===== src/sv/sotq_pkg.sv =====
`default_nettype none

package sotq_pkg;

    // Pool geometry
    localparam int unsigned SLOTS   = 32;
    localparam int unsigned ID_W    = $clog2(SLOTS);
    localparam int unsigned PTR_W   = $clog2(SLOTS + 1);
    localparam int unsigned MAX_RES = 32;
    localparam int unsigned CNT_W   = $clog2(MAX_RES + 1);

    localparam logic [PTR_W-1:0] NIL   = PTR_W'(SLOTS);
    localparam logic [31:0]      NEVER = 32'hffff_ffff;

    // Command codes
    localparam logic [2:0] CMD_TICK    = 3'd0;
    localparam logic [2:0] CMD_ALLOC   = 3'd1;
    localparam logic [2:0] CMD_RELEASE = 3'd2;
    localparam logic [2:0] CMD_BIND    = 3'd3;
    localparam logic [2:0] CMD_START   = 3'd4;
    localparam logic [2:0] CMD_CANCEL  = 3'd5;

    // Result kinds
    localparam logic [1:0] KIND_STATUS  = 2'd0;
    localparam logic [1:0] KIND_DELIVER = 2'd1;
    localparam logic [1:0] KIND_SWITCH  = 2'd2;

    // Slot status codes
    localparam logic [1:0] ST_FREE  = 2'd0;
    localparam logic [1:0] ST_ALLOC = 2'd1;
    localparam logic [1:0] ST_RUN   = 2'd2;

    typedef struct packed {
        logic [1:0]      kind;
        logic [ID_W-1:0] id;
        logic            ok;
        logic [7:0]      fifo;
        logic [31:0]     data;
        logic            last;
    } res_t;

    typedef struct packed {
        logic            re;
        logic [ID_W-1:0] raddr;
        logic            we;
        logic [ID_W-1:0] waddr;
    } ram_ctl_t;

endpackage

`default_nettype wire


===== src/sv/sorted_oneshot_timer_queue_core.sv =====
`default_nettype none

// Channel  Dir  Beat contents (low bit first)
// s_*      in   tuser: command[2:0]; tdata: timer_id, delay, fifo_id, data_value
// m_*      out  tuser: result_kind[1:0]; tdata: out_timer_id, ok, out_fifo_id,
//               out_data; tlast: last
// cfg_*    in   task_timer_id, written when cfg_wr_en is high
//
// One command at a time. Bind, and release or cancel of an idle slot, go straight
// to the status beat. Allocate: one slot per cycle. Unlink and insert walk the
// linked list in the next-pointer memory, one entry at a time. Tick pops expired
// timers from the head, then flushes.
// Reset is asynchronous: list empty, all slots free, no memory clearing.
// A stalled m_tready holds the sequencer once the output register is full.

module sorted_oneshot_timer_queue_core
    import sotq_pkg::*;
(
    input  wire logic        clk,
    input  wire logic        rst_n,
    input  wire logic        cfg_wr_en,
    input  wire logic [5:0]  cfg_wr_data,   // task_timer_id
    input  wire logic        s_tvalid,
    output logic             s_tready,
    input  wire logic [79:0] s_tdata,       // timer_id, delay, fifo_id, data_value, pad
    input  wire logic [2:0]  s_tuser,       // command
    output logic             m_tvalid,
    input  wire logic        m_tready,
    output logic      [47:0] m_tdata,       // out_timer_id, ok, out_fifo_id, out_data, pad
    output logic      [1:0]  m_tuser,       // result_kind
    output logic             m_tlast
);

    ram_ctl_t         dl_ctl, nx_ctl, pl_ctl;
    logic [31:0]      dl_wdata, dl_rdata;
    logic [PTR_W-1:0] nx_wdata, nx_rdata;
    logic [39:0]      pl_wdata, pl_rdata;
    logic             res_valid, res_ready;
    res_t             res;
    logic             out_valid_reg;
    res_t             out_reg;

    sotq_ctrl u_ctrl (
        .clk         (clk),
        .rst_n       (rst_n),
        .cfg_wr_en   (cfg_wr_en),
        .cfg_wr_data (cfg_wr_data),
        .in_valid    (s_tvalid),
        .in_ready    (s_tready),
        .in_cmd      (s_tuser),
        .in_id       (s_tdata[4:0]),
        .in_delay    (s_tdata[36:5]),
        .in_fifo     (s_tdata[44:37]),
        .in_data     (s_tdata[76:45]),
        .dl_ctl      (dl_ctl),
        .dl_wdata    (dl_wdata),
        .dl_rdata    (dl_rdata),
        .nx_ctl      (nx_ctl),
        .nx_wdata    (nx_wdata),
        .nx_rdata    (nx_rdata),
        .pl_ctl      (pl_ctl),
        .pl_wdata    (pl_wdata),
        .pl_rdata    (pl_rdata),
        .res_valid   (res_valid),
        .res         (res),
        .res_ready   (res_ready)
    );

    sotq_ram #(.W(32), .DEPTH(SLOTS)) u_dl_ram (
        .clk   (clk),
        .re    (dl_ctl.re),
        .raddr (dl_ctl.raddr),
        .rdata (dl_rdata),
        .we    (dl_ctl.we),
        .waddr (dl_ctl.waddr),
        .wdata (dl_wdata)
    );

    sotq_ram #(.W(PTR_W), .DEPTH(SLOTS)) u_nx_ram (
        .clk   (clk),
        .re    (nx_ctl.re),
        .raddr (nx_ctl.raddr),
        .rdata (nx_rdata),
        .we    (nx_ctl.we),
        .waddr (nx_ctl.waddr),
        .wdata (nx_wdata)
    );

    sotq_ram #(.W(40), .DEPTH(SLOTS)) u_pl_ram (
        .clk   (clk),
        .re    (pl_ctl.re),
        .raddr (pl_ctl.raddr),
        .rdata (pl_rdata),
        .we    (pl_ctl.we),
        .waddr (pl_ctl.waddr),
        .wdata (pl_wdata)
    );

    // Output register
    assign res_ready = !out_valid_reg || m_tready;

    always_ff @(posedge clk or negedge rst_n)
    begin
        if (!rst_n)
        begin
            out_valid_reg <= 1'b0;
        end
        else if (res_ready)
        begin
            out_valid_reg <= res_valid;
        end
    end

    always_ff @(posedge clk)
    begin
        if (res_ready && res_valid)
        begin
            out_reg <= res;
        end
    end

    assign m_tvalid = out_valid_reg;
    assign m_tdata  = {2'b00, out_reg.data, out_reg.fifo, out_reg.ok, out_reg.id};
    assign m_tuser  = out_reg.kind;
    assign m_tlast  = out_reg.last;

    // Checks
    a_status_last: assert property (@(posedge clk) disable iff (!rst_n)
        m_tvalid && (m_tuser == KIND_STATUS) |-> m_tlast)
        else $error("status beat not marked last");

    a_switch_last: assert property (@(posedge clk) disable iff (!rst_n)
        m_tvalid && (m_tuser == KIND_SWITCH) |-> m_tlast && m_tdata[5])
        else $error("task switch beat malformed");

    a_deliver_ok: assert property (@(posedge clk) disable iff (!rst_n)
        m_tvalid && (m_tuser == KIND_DELIVER) |-> m_tdata[5])
        else $error("delivery beat without ok");

    a_cmd_busy: assert property (@(posedge clk) disable iff (!rst_n)
        s_tvalid && s_tready && (s_tuser != CMD_TICK) |=> !s_tready)
        else $error("command accepted without entering a work state");

endmodule

`default_nettype wire


===== src/sv/sotq_ram.sv =====
`default_nettype none

module sotq_ram #(
    parameter int unsigned W     = 32,
    parameter int unsigned DEPTH = 32,
    parameter int unsigned AW    = $clog2(DEPTH)
) (
    input  wire logic          clk,
    input  wire logic          re,
    input  wire logic [AW-1:0] raddr,
    output logic      [W-1:0]  rdata,
    input  wire logic          we,
    input  wire logic [AW-1:0] waddr,
    input  wire logic [W-1:0]  wdata
);

    logic [W-1:0] mem [DEPTH];

    // Write port
    always_ff @(posedge clk)
    begin
        if (we)
        begin
            mem[waddr] <= wdata;
        end
    end

    // Registered read, holds when not enabled
    always_ff @(posedge clk)
    begin
        if (re)
        begin
            rdata <= mem[raddr];
        end
    end

endmodule

`default_nettype wire


===== src/sv/sotq_ctrl.sv =====
`default_nettype none

module sotq_ctrl
    import sotq_pkg::*;
(
    input  wire logic             clk,
    input  wire logic             rst_n,
    input  wire logic             cfg_wr_en,
    input  wire logic [5:0]       cfg_wr_data,
    input  wire logic             in_valid,
    output logic                  in_ready,
    input  wire logic [2:0]       in_cmd,
    input  wire logic [ID_W-1:0]  in_id,
    input  wire logic [31:0]      in_delay,
    input  wire logic [7:0]       in_fifo,
    input  wire logic [31:0]      in_data,
    output ram_ctl_t              dl_ctl,
    output logic      [31:0]      dl_wdata,
    input  wire logic [31:0]      dl_rdata,
    output ram_ctl_t              nx_ctl,
    output logic      [PTR_W-1:0] nx_wdata,
    input  wire logic [PTR_W-1:0] nx_rdata,
    output ram_ctl_t              pl_ctl,
    output logic      [39:0]      pl_wdata,
    input  wire logic [39:0]      pl_rdata,
    output logic                  res_valid,
    output res_t                  res,
    input  wire logic             res_ready
);

    typedef enum logic [3:0] {
        S_IDLE, S_T_RD, S_T_CHK, S_T_FIN, S_A_SCAN, S_U_S, S_U_E, S_U_W,
        S_POST, S_I_GO, S_I_N, S_I_D, S_I_W1, S_I_W2, S_CMD_OUT
    } state_t;

    state_t            state_reg, state_next;
    logic [31:0]       count_reg, count_next;
    logic [31:0]       earliest_reg, earliest_next;
    logic [PTR_W-1:0]  head_reg, head_next;
    logic [5:0]        task_reg;
    logic [2:0]        cmd_reg, cmd_next;
    logic [ID_W-1:0]   id_reg, id_next;
    logic [31:0]       dl_reg, dl_next;
    logic              ok_reg, ok_next;
    logic [ID_W-1:0]   oid_reg, oid_next;
    logic [PTR_W-1:0]  nxts_reg, nxts_next;
    logic [ID_W-1:0]   p_reg, p_next;
    logic [PTR_W-1:0]  q_reg, q_next;
    logic [ID_W-1:0]   cnt_reg, cnt_next;
    logic [CNT_W-1:0]  n_reg, n_next;
    logic              sw_reg, sw_next;
    logic              pend_v_reg, pend_v_next;
    res_t              pend_reg, pend_next;
    logic [1:0]        status_reg [SLOTS];

    logic              st_we;
    logic [ID_W-1:0]   st_idx;
    logic [1:0]        st_val;
    logic [31:0]       count_inc;
    logic              is_task;
    logic              stop;
    logic [ID_W-1:0]   head_id;

    assign count_inc = count_reg + 32'd1;
    assign head_id   = head_reg[ID_W-1:0];
    assign is_task   = (PTR_W'(task_reg) == head_reg);

    // Pop stops at a future deadline or at the result cap
    always_comb
    begin
        stop = (dl_rdata > count_reg);
        if (is_task)
        begin
            if (!sw_reg && (n_reg == CNT_W'(MAX_RES)))
            begin
                stop = 1'b1;
            end
        end
        else if ((n_reg + CNT_W'(sw_reg)) >= CNT_W'(MAX_RES))
        begin
            stop = 1'b1;
        end
    end

    // Sequencer
    always_comb
    begin
        state_next    = state_reg;
        count_next    = count_reg;
        earliest_next = earliest_reg;
        head_next     = head_reg;
        cmd_next      = cmd_reg;
        id_next       = id_reg;
        dl_next       = dl_reg;
        ok_next       = ok_reg;
        oid_next      = oid_reg;
        nxts_next     = nxts_reg;
        p_next        = p_reg;
        q_next        = q_reg;
        cnt_next      = cnt_reg;
        n_next        = n_reg;
        sw_next       = sw_reg;
        pend_v_next   = pend_v_reg;
        pend_next     = pend_reg;
        st_we         = 1'b0;
        st_idx        = id_reg;
        st_val        = ST_ALLOC;
        dl_ctl        = '0;
        nx_ctl        = '0;
        pl_ctl        = '0;
        dl_wdata      = dl_reg;
        nx_wdata      = head_reg;
        pl_wdata      = {in_data, in_fifo};
        res_valid     = 1'b0;
        res           = '0;
        in_ready      = 1'b0;

        case (state_reg)
            S_IDLE:
            begin
                in_ready = 1'b1;
                if (in_valid)
                begin
                    cmd_next = in_cmd;
                    id_next  = in_id;
                    dl_next  = count_reg + in_delay;
                    ok_next  = 1'b0;
                    oid_next = '0;
                    case (in_cmd)
                        CMD_TICK:
                        begin
                            count_next = count_inc;
                            if (earliest_reg <= count_inc)
                            begin
                                n_next      = '0;
                                sw_next     = 1'b0;
                                pend_v_next = 1'b0;
                                state_next  = S_T_RD;
                            end
                        end
                        CMD_ALLOC:
                        begin
                            cnt_next   = '0;
                            state_next = S_A_SCAN;
                        end
                        CMD_RELEASE:
                        begin
                            state_next = S_CMD_OUT;
                            if (status_reg[in_id] == ST_RUN)
                            begin
                                nx_ctl.re    = 1'b1;
                                nx_ctl.raddr = in_id;
                                state_next   = S_U_S;
                            end
                            else if (status_reg[in_id] != ST_FREE)
                            begin
                                st_we   = 1'b1;
                                st_idx  = in_id;
                                st_val  = ST_FREE;
                                ok_next = 1'b1;
                            end
                        end
                        CMD_BIND:
                        begin
                            pl_ctl.we    = 1'b1;
                            pl_ctl.waddr = in_id;
                            ok_next      = 1'b1;
                            state_next   = S_CMD_OUT;
                        end
                        CMD_START:
                        begin
                            state_next = S_CMD_OUT;
                            if (status_reg[in_id] != ST_FREE)
                            begin
                                dl_ctl.we    = 1'b1;
                                dl_ctl.waddr = in_id;
                                dl_wdata     = count_reg + in_delay;
                                state_next   = S_I_GO;
                                if (status_reg[in_id] == ST_RUN)
                                begin
                                    nx_ctl.re    = 1'b1;
                                    nx_ctl.raddr = in_id;
                                    state_next   = S_U_S;
                                end
                            end
                        end
                        CMD_CANCEL:
                        begin
                            state_next = S_CMD_OUT;
                            if (status_reg[in_id] == ST_RUN)
                            begin
                                nx_ctl.re    = 1'b1;
                                nx_ctl.raddr = in_id;
                                state_next   = S_U_S;
                            end
                        end
                        default:
                        begin
                            state_next = S_CMD_OUT;
                        end
                    endcase
                end
            end

            // Tick: fetch the head entry, or finish when the list is empty
            S_T_RD:
            begin
                if (head_reg >= NIL)
                begin
                    earliest_next = NEVER;
                    state_next    = S_T_FIN;
                end
                else
                begin
                    dl_ctl.re    = 1'b1;
                    dl_ctl.raddr = head_id;
                    nx_ctl.re    = 1'b1;
                    nx_ctl.raddr = head_id;
                    pl_ctl.re    = 1'b1;
                    pl_ctl.raddr = head_id;
                    state_next   = S_T_CHK;
                end
            end

            // Tick: stop, or pop the head and, unless it is the task timer, push out the previous delivery
            S_T_CHK:
            begin
                if (stop)
                begin
                    earliest_next = dl_rdata;
                    state_next    = S_T_FIN;
                end
                else if (is_task)
                begin
                    head_next  = nx_rdata;
                    st_we      = 1'b1;
                    st_idx     = head_id;
                    sw_next    = 1'b1;
                    state_next = S_T_RD;
                end
                else
                begin
                    res_valid = pend_v_reg;
                    res       = pend_reg;
                    if (!pend_v_reg || res_ready)
                    begin
                        head_next      = nx_rdata;
                        st_we          = 1'b1;
                        st_idx         = head_id;
                        pend_v_next    = 1'b1;
                        pend_next.kind = KIND_DELIVER;
                        pend_next.id   = head_id;
                        pend_next.ok   = 1'b1;
                        pend_next.fifo = pl_rdata[7:0];
                        pend_next.data = pl_rdata[39:8];
                        pend_next.last = 1'b0;
                        n_next         = n_reg + CNT_W'(1);
                        state_next     = S_T_RD;
                    end
                end
            end

            // Tick: flush the held delivery, then the task switch
            S_T_FIN:
            begin
                if (pend_v_reg)
                begin
                    res_valid = 1'b1;
                    res       = pend_reg;
                    res.last  = !sw_reg;
                    if (res_ready)
                    begin
                        pend_v_next = 1'b0;
                        if (!sw_reg)
                        begin
                            state_next = S_IDLE;
                        end
                    end
                end
                else if (sw_reg)
                begin
                    res_valid = 1'b1;
                    res.kind  = KIND_SWITCH;
                    res.id    = task_reg[ID_W-1:0];
                    res.ok    = 1'b1;
                    res.last  = 1'b1;
                    if (res_ready)
                    begin
                        sw_next    = 1'b0;
                        state_next = S_IDLE;
                    end
                end
                else
                begin
                    state_next = S_IDLE;
                end
            end

            // Allocate: lowest free slot, one slot per cycle
            S_A_SCAN:
            begin
                if (status_reg[cnt_reg] == ST_FREE)
                begin
                    st_we      = 1'b1;
                    st_idx     = cnt_reg;
                    ok_next    = 1'b1;
                    oid_next   = cnt_reg;
                    state_next = S_CMD_OUT;
                end
                else if (cnt_reg == ID_W'(SLOTS - 1))
                begin
                    state_next = S_CMD_OUT;
                end
                else
                begin
                    cnt_next = cnt_reg + ID_W'(1);
                end
            end

            // Unlink: successor of the slot is known
            S_U_S:
            begin
                nxts_next = nx_rdata;
                if (head_reg == PTR_W'(id_reg))
                begin
                    head_next = nx_rdata;
                    if (nx_rdata >= NIL)
                    begin
                        earliest_next = NEVER;
                        state_next    = S_POST;
                    end
                    else
                    begin
                        dl_ctl.re    = 1'b1;
                        dl_ctl.raddr = nx_rdata[ID_W-1:0];
                        state_next   = S_U_E;
                    end
                end
                else
                begin
                    p_next       = head_id;
                    nx_ctl.re    = 1'b1;
                    nx_ctl.raddr = head_id;
                    state_next   = S_U_W;
                end
            end

            S_U_E:
            begin
                earliest_next = dl_rdata;
                state_next    = S_POST;
            end

            // Unlink: walk to the predecessor
            S_U_W:
            begin
                if (nx_rdata == PTR_W'(id_reg))
                begin
                    nx_ctl.we    = 1'b1;
                    nx_ctl.waddr = p_reg;
                    nx_wdata     = nxts_reg;
                    state_next   = S_POST;
                end
                else if (nx_rdata >= NIL)
                begin
                    state_next = S_POST;
                end
                else
                begin
                    p_next       = nx_rdata[ID_W-1:0];
                    nx_ctl.re    = 1'b1;
                    nx_ctl.raddr = nx_rdata[ID_W-1:0];
                end
            end

            S_POST:
            begin
                ok_next    = 1'b1;
                state_next = S_CMD_OUT;
                case (cmd_reg)
                    CMD_RELEASE:
                    begin
                        st_we  = 1'b1;
                        st_val = ST_FREE;
                    end
                    CMD_CANCEL:
                    begin
                        st_we = 1'b1;
                    end
                    CMD_START:
                    begin
                        state_next = S_I_GO;
                    end
                    default:
                    begin
                        ok_next = 1'b0;
                    end
                endcase
            end

            // Insert: at the head when it is earliest, else walk
            S_I_GO:
            begin
                st_we   = 1'b1;
                st_val  = ST_RUN;
                ok_next = 1'b1;
                if ((head_reg >= NIL) || (dl_reg <= earliest_reg))
                begin
                    nx_ctl.we     = 1'b1;
                    nx_ctl.waddr  = id_reg;
                    nx_wdata      = head_reg;
                    head_next     = PTR_W'(id_reg);
                    earliest_next = dl_reg;
                    state_next    = S_CMD_OUT;
                end
                else
                begin
                    p_next       = head_id;
                    nx_ctl.re    = 1'b1;
                    nx_ctl.raddr = head_id;
                    state_next   = S_I_N;
                end
            end

            S_I_N:
            begin
                q_next = nx_rdata;
                if (nx_rdata >= NIL)
                begin
                    state_next = S_I_W1;
                end
                else
                begin
                    dl_ctl.re    = 1'b1;
                    dl_ctl.raddr = nx_rdata[ID_W-1:0];
                    state_next   = S_I_D;
                end
            end

            S_I_D:
            begin
                if (dl_reg <= dl_rdata)
                begin
                    state_next = S_I_W1;
                end
                else
                begin
                    p_next       = q_reg[ID_W-1:0];
                    nx_ctl.re    = 1'b1;
                    nx_ctl.raddr = q_reg[ID_W-1:0];
                    state_next   = S_I_N;
                end
            end

            S_I_W1:
            begin
                nx_ctl.we    = 1'b1;
                nx_ctl.waddr = id_reg;
                nx_wdata     = q_reg;
                state_next   = S_I_W2;
            end

            S_I_W2:
            begin
                nx_ctl.we    = 1'b1;
                nx_ctl.waddr = p_reg;
                nx_wdata     = PTR_W'(id_reg);
                state_next   = S_CMD_OUT;
            end

            S_CMD_OUT:
            begin
                res_valid = 1'b1;
                res.kind  = KIND_STATUS;
                res.id    = oid_reg;
                res.ok    = ok_reg;
                res.last  = 1'b1;
                if (res_ready)
                begin
                    state_next = S_IDLE;
                end
            end

            default:
            begin
                state_next = S_IDLE;
            end
        endcase
    end

    // State and registers
    always_ff @(posedge clk or negedge rst_n)
    begin
        if (!rst_n)
        begin
            state_reg    <= S_IDLE;
            count_reg    <= '0;
            earliest_reg <= NEVER;
            head_reg     <= NIL;
            task_reg     <= 6'(SLOTS);
            sw_reg       <= 1'b0;
            pend_v_reg   <= 1'b0;
            n_reg        <= '0;
            for (int i = 0; i < SLOTS; i++)
            begin
                status_reg[i] <= ST_FREE;
            end
        end
        else
        begin
            state_reg    <= state_next;
            count_reg    <= count_next;
            earliest_reg <= earliest_next;
            head_reg     <= head_next;
            sw_reg       <= sw_next;
            pend_v_reg   <= pend_v_next;
            n_reg        <= n_next;
            if (cfg_wr_en)
            begin
                task_reg <= cfg_wr_data;
            end
            if (st_we)
            begin
                status_reg[st_idx] <= st_val;
            end
        end
    end

    // Working payload
    always_ff @(posedge clk)
    begin
        cmd_reg  <= cmd_next;
        id_reg   <= id_next;
        dl_reg   <= dl_next;
        ok_reg   <= ok_next;
        oid_reg  <= oid_next;
        nxts_reg <= nxts_next;
        p_reg    <= p_next;
        q_reg    <= q_next;
        cnt_reg  <= cnt_next;
        pend_reg <= pend_next;
    end

endmodule

`default_nettype wire

===== config.mk =====
export PLATFORM = sky130hd
export DESIGN_NAME = sorted_oneshot_timer_queue_core
export DESIGN_NICKNAME = d
export VERILOG_FILES = /design/src/sv/sotq_pkg.sv /design/src/sv/sorted_oneshot_timer_queue_core.sv /design/src/sv/sotq_ram.sv /design/src/sv/sotq_ctrl.sv
export SDC_FILE = /design/constraint.sdc
export NUM_CORES = 2
export LEC_CHECK = 0
export ABC_AREA = 1
export BUFFER_PORTS_ARGS = -buffer_cell sky130_fd_sc_hd__buf_2
export CORE_AREA = 2 2 602 604
export CTS_BUF_LIST = sky130_fd_sc_hd__clkbuf_8
export DETAILED_ROUTE_END_ITERATION = 6
export DIE_AREA = 0 0 604 606
export HOLD_SLACK_MARGIN = 0.08
export PLACE_DENSITY = 0.51
export SETUP_SLACK_MARGIN = 0.1
export SLEW_MARGIN = 40
export SYNTH_ARGS = -nofsm -noshare
export SYNTH_HDL_FRONTEND = slang
export SYNTH_HIERARCHICAL = 1
export SYNTH_SLANG_ARGS = --single-unit

===== constraint.sdc =====
create_clock -name clk -period 7.1 [get_ports clk]
set_clock_uncertainty 0.05 [all_clocks]
set_input_delay 1.775 -clock clk [delete_from_list [all_inputs] [get_ports clk]]
set_output_delay 1.775 -clock clk [all_outputs]
set_load 0.02 [all_outputs]

==> tab_implementation.tex <==
\begin{tabular}{lr}
\hline
Metric & Value \\
\hline
\multicolumn{2}{l}{\textbf{Yosys}} \\
Portion of synthesized cell area occupied by the leading cell type & 65.46\% \\
Synth top area cells & sky130\_fd\_sc\_hd\_\_edfxtp\_1 65\%, sky130\_fd\_sc\_hd\_\_nand2\_1 13\%, sky130\_fd\_sc\_hd\_\_nand3\_1 8.6\% \\
Asr flop ratio synth & 5.296\% \\
Register bit count reported by yosys & 2889 \\
EDFF count, synth & 2736 \\
Unique masters post-synth & 65 \\
Prevailing post-synth register cell & sky130\_fd\_sc\_hd\_\_edfxtp\_1 \\
Post-Syn Area per Cell & 10.92 um2 \\
Sequential fraction of the synthesis area & 68.54\% \\
Number of instances in the synthesized netlist & 11.50k \\
Synthesized area & 125500 um2 \\
Cell taking the most area after synthesis & sky130\_fd\_sc\_hd\_\_edfxtp\_1 \\
Yosys warning total & 6 \\
\multicolumn{2}{l}{\textbf{Place}} \\
Placement Cell Area & 131700 um2 \\
Post-detailed-placement half-perimeter wirelength & 213.4 mm \\
Routability congestion estimate & 0.8744 \\
Input/output buffers & 141 \\
\multicolumn{2}{l}{\textbf{STA}} \\
TNS Setup & 0 ns \\
Minimum clock period after layout & 5.627 ns \\
Slew Limit Fails & 0 \\
Final setup violating endpoints & 0 \\
Maximum operating frequency & 177.7 MHz \\
Final worst-path cycle share & 79.25\% \\
Max-slew headroom & 32.95\% \\
Actual transition at the worst max-transition pin & 1.006 ns \\
Setup repair after global routing missed its margin & no \\
Hold violation total from the final report & 0 \\
\multicolumn{2}{l}{\textbf{Layout}} \\
Biggest register & u\_pl\_ram/mem \\
Synthesis-to-finish area growth & 12.26\% \\
Count of fill cells added during filler insertion & 34.80k \\
Largest regs & u\_pl\_ram/mem: 1280 flops, u\_dl\_ram/mem: 1024 flops, u\_nx\_ram/mem: 192 flops \\
Ratio of cells with drive above 1 in the final layout & 10.00\% \\
Area of all sequential standard cells & 86030 um2 \\
Net total in the final layout & 11.98k \\
Area occupied by multi-input gates & 34710 um2 \\
Fin area & 140900 um2 \\
Max reg flops & 1280 \\
\multicolumn{2}{l}{\textbf{Clocking}} \\
Clock transition at the register clock pins on the worst setup and hold paths after CTS & 0.06 ns \\
TritonCTS clock tree & done \\
Clk\_lat worst skew & 1.13 ns \\
Buffers inserted by post-CTS timing repair & 0 \\
CTS root buf & sky130\_fd\_sc\_hd\_\_clkbuf\_8 \\
CTS H-tree depth & 5 \\
Resized Gates After CTS & 0 \\
Maximum buffer depth of the clock tree & 4 \\
CTS Sinks & 2889 \\
Inserted Clock Buffers & 484 \\
CTS Hold Bufs & 0 \\
\multicolumn{2}{l}{\textbf{Routing}} \\
Mean number of vias per cell & 5.097 \\
Initial DRC Count & 7670 \\
Length of the first detailed-routing pass in iterations & 6 \\
Average wire length per cell after detail routing & 22.22 um \\
Antenna-violating nets left & 0 \\
Post-route DRC & 0 \\
Total via count in the routed design & 86.31k \\
Final wirelength & 376.3 mm \\
\multicolumn{2}{l}{\textbf{Setup path}} \\
Critical path required time & 8.01 ns \\
Largest fanout on the critical path & 8 \\
Endpoint kind of the worst setup timing path & flip-flop \\
CP startpoint kind & flip-flop \\
Category of the critical setup timing path & flip-flop to flip-flop \\
Worst endpoint data arrival time & 6.53 ns \\
\multicolumn{2}{l}{\textbf{Floorplan}} \\
Die Footprint & 366000 um2 \\
Initial core utilization & 34.84\% \\
Chip Width & 604 um \\
Floorplan core area & 360300 um2 \\
Die extent in y & 606 um \\
Row Count & 221 \\
Ports & 147 \\
\multicolumn{2}{l}{\textbf{Global routing}} \\
Number of global-route vias before repair & 83.37k \\
Wire length of the first global-routing pass & 550.7 mm \\
Final global-route overflow total & 0 \\
Aggregate global-route resource usage & 20.02\% \\
Maximum number of pins on one net before global-route repair & 174 \\
Antenna violations before repair & 27 \\
\multicolumn{2}{l}{\textbf{Pwr}} \\
Lkg Pwr & 52.95 nW \\
Worst vdd ir & 0.2043 mV \\
Power Dens Cells & 306.8 nW/um2 \\
\multicolumn{2}{l}{\textbf{Hold path}} \\
Worst min-delay path class & flip-flop to flip-flop \\
\multicolumn{2}{l}{\textbf{Status}} \\
Result of the run & finished clean \\
\multicolumn{2}{l}{\textbf{Flow run}} \\
Max Cap Violations & 0 \\
\hline
\end{tabular}
-- layout make-up --
cell class / instances / share of cell area [%]
flip-flops and latches: 2889 / 61.06
clock inverters: 404 / 1.536
diodes: 11 / 0.01954
clock buffers: 494 / 4.825
repair buffers: 386 / 2.493
well taps: 4794 / 4.257
multi-input cells: 7532 / 24.64
inverters: 424 / 1.178
-- metal layers --
layer / share of wire, % / global-route usage (%)
met2: 46 / 32.18
met4: 3.2 / 6.499
met5: 0.023 / 0
met1: 44 / 27.69
met3: 6.5 / 3.167
-- worst max-delay path: stages (launching register included) --
cell	delay, ns
sky130_fd_sc_hd__dfrtp_1	0.48
sky130_fd_sc_hd__ha_1	0.23
sky130_fd_sc_hd__nand3_1	0.16
sky130_fd_sc_hd__nor3_2	0.24
sky130_fd_sc_hd__nand2_1	0.09
sky130_fd_sc_hd__nor2_1	0.23
sky130_fd_sc_hd__nand2_1	0.20
sky130_fd_sc_hd__nor2_2	0.22
sky130_fd_sc_hd__nand4_1	0.20
sky130_fd_sc_hd__nor4_2	0.38
sky130_fd_sc_hd__nand2_1	0.10
sky130_fd_sc_hd__nor2_1	0.18
sky130_fd_sc_hd__nand3_1	0.09
sky130_fd_sc_hd__nand2_1	0.09
sky130_fd_sc_hd__nand2_1	0.07
sky130_fd_sc_hd__ha_1	0.27
sky130_fd_sc_hd__nand2_1	0.06
sky130_fd_sc_hd__or4_1	0.63
sky130_fd_sc_hd__nor2_1	0.34
sky130_fd_sc_hd__a21oi_1	0.15
sky130_fd_sc_hd__a21oi_1	0.29
sky130_fd_sc_hd__nand2_1	0.10
sky130_fd_sc_hd__nor2_2	0.31
sky130_fd_sc_hd__inv_1	0.19
sky130_fd_sc_hd__nand2_1	0.10
sky130_fd_sc_hd__nand2_1	0.05
-- path summary, 6_finish.rpt --
check,startpoint,to,slack (ns),depth (start not counted)
worst max-delay path,u_ctrl/count_reg[0],u_ctrl/n_reg[1],1.47,25
worst min-delay path,u_pl_ram/rdata[32],u_ctrl/pend_reg[25],0.37,0
worst max register to register,u_ctrl/count_reg[0],u_ctrl/n_reg[1],1.47,25
worst min register to register,u_pl_ram/rdata[32],u_ctrl/pend_reg[25],0.37,0
max in group asynchronous,rst_n,u_ctrl/head_reg[1],5.44,2
min in group asynchronous,rst_n,u_ctrl/count_reg[25],0.53,1
-- report_power, final --
group	switching (mW)	internal (mW)	total (mW)
Sequential	0.597	19.9	20.5
Combinational	6.45	2.43	8.88
Clock	6.92	6.91	13.8
Total	14.0	29.3	43.2
-- placed cells by master, fill, tap and decap left out, types with 12 or more instances in the layout --
| cell type | n |
|---|---|
| sky130_fd_sc_hd__buf_4 | 165 |
| sky130_fd_sc_hd__o21ai_1 | 17 |
| sky130_fd_sc_hd__nor3_1 | 20 |
| sky130_fd_sc_hd__inv_2 | 25 |
| sky130_fd_sc_hd__xor2_1 | 51 |
| sky130_fd_sc_hd__o211ai_1 | 15 |
| sky130_fd_sc_hd__nand3_1 | 2163 |
| sky130_fd_sc_hd__nand2_2 | 14 |
| sky130_fd_sc_hd__nand4_1 | 27 |
| sky130_fd_sc_hd__nand2_1 | 4308 |
| sky130_fd_sc_hd__ha_1 | 168 |
| sky130_fd_sc_hd__buf_2 | 140 |
| sky130_fd_sc_hd__dfrtp_1 | 119 |
| sky130_fd_sc_hd__o21ai_0 | 159 |
| sky130_fd_sc_hd__dfstp_2 | 34 |
| sky130_fd_sc_hd__nor2_2 | 16 |
| sky130_fd_sc_hd__clkbuf_8 | 494 |
| sky130_fd_sc_hd__edfxtp_1 | 2736 |
| sky130_fd_sc_hd__clkinv_2 | 58 |
| sky130_fd_sc_hd__buf_12 | 43 |
| sky130_fd_sc_hd__nor2_4 | 82 |
| sky130_fd_sc_hd__clkinv_1 | 159 |
| sky130_fd_sc_hd__buf_16 | 15 |
| sky130_fd_sc_hd__xnor2_1 | 13 |
| sky130_fd_sc_hd__inv_1 | 532 |
| sky130_fd_sc_hd__buf_6 | 12 |
| sky130_fd_sc_hd__a21oi_1 | 130 |
| sky130_fd_sc_hd__nor2_1 | 223 |
-- cell families after synthesis --
logic type | Yosys count | share of synthesized area [%]
simple gates | 6898 | 23.13
flops | 2889 | 68.54
buf+inv | 1076 | 4.415
compound gates | 397 | 1.755
fa+ha+maj | 169 | 1.691
xor+xnor | 64 | 0.4466
mux | 2 | 0.01695
other cells | 1 | 0.002988
-- Yosys cell counts, types with 80 or more instances --
| cell type | count |
|---|---|
| sky130_fd_sc_hd__inv_1 | 392 |
| sky130_fd_sc_hd__nand2_1 | 4314 |
| sky130_fd_sc_hd__buf_4 | 120 |
| sky130_fd_sc_hd__buf_6 | 80 |
| sky130_fd_sc_hd__clkbuf_1 | 109 |
| sky130_fd_sc_hd__dfrtp_1 | 119 |
| sky130_fd_sc_hd__ha_1 | 168 |
| sky130_fd_sc_hd__buf_2 | 304 |
| sky130_fd_sc_hd__nor2_1 | 297 |
| sky130_fd_sc_hd__nand3_1 | 2167 |
| sky130_fd_sc_hd__o21ai_0 | 180 |
| sky130_fd_sc_hd__edfxtp_1 | 2736 |
| sky130_fd_sc_hd__a21oi_1 | 131 |
-- stage by stage --
step           setup slack, ns  hold slack, ns  util, %  power, mW  std cells
2_1_floorplan            1.465          0.3503        -      26.46      11500
3_3_place_gp            0.7979          0.3530    36.41      29.43      16000
3_5_place_dp            0.8051          0.3545    36.56      29.70      16020
4_1_cts                  1.451          0.3682    39.05      43.60      16920
5_1_grt                  1.006          0.3740    39.10      45.40      16930
6_report                 1.473          0.3690    39.11      43.23      16930
Note: power is estimated with default switching activity, not from simulation.
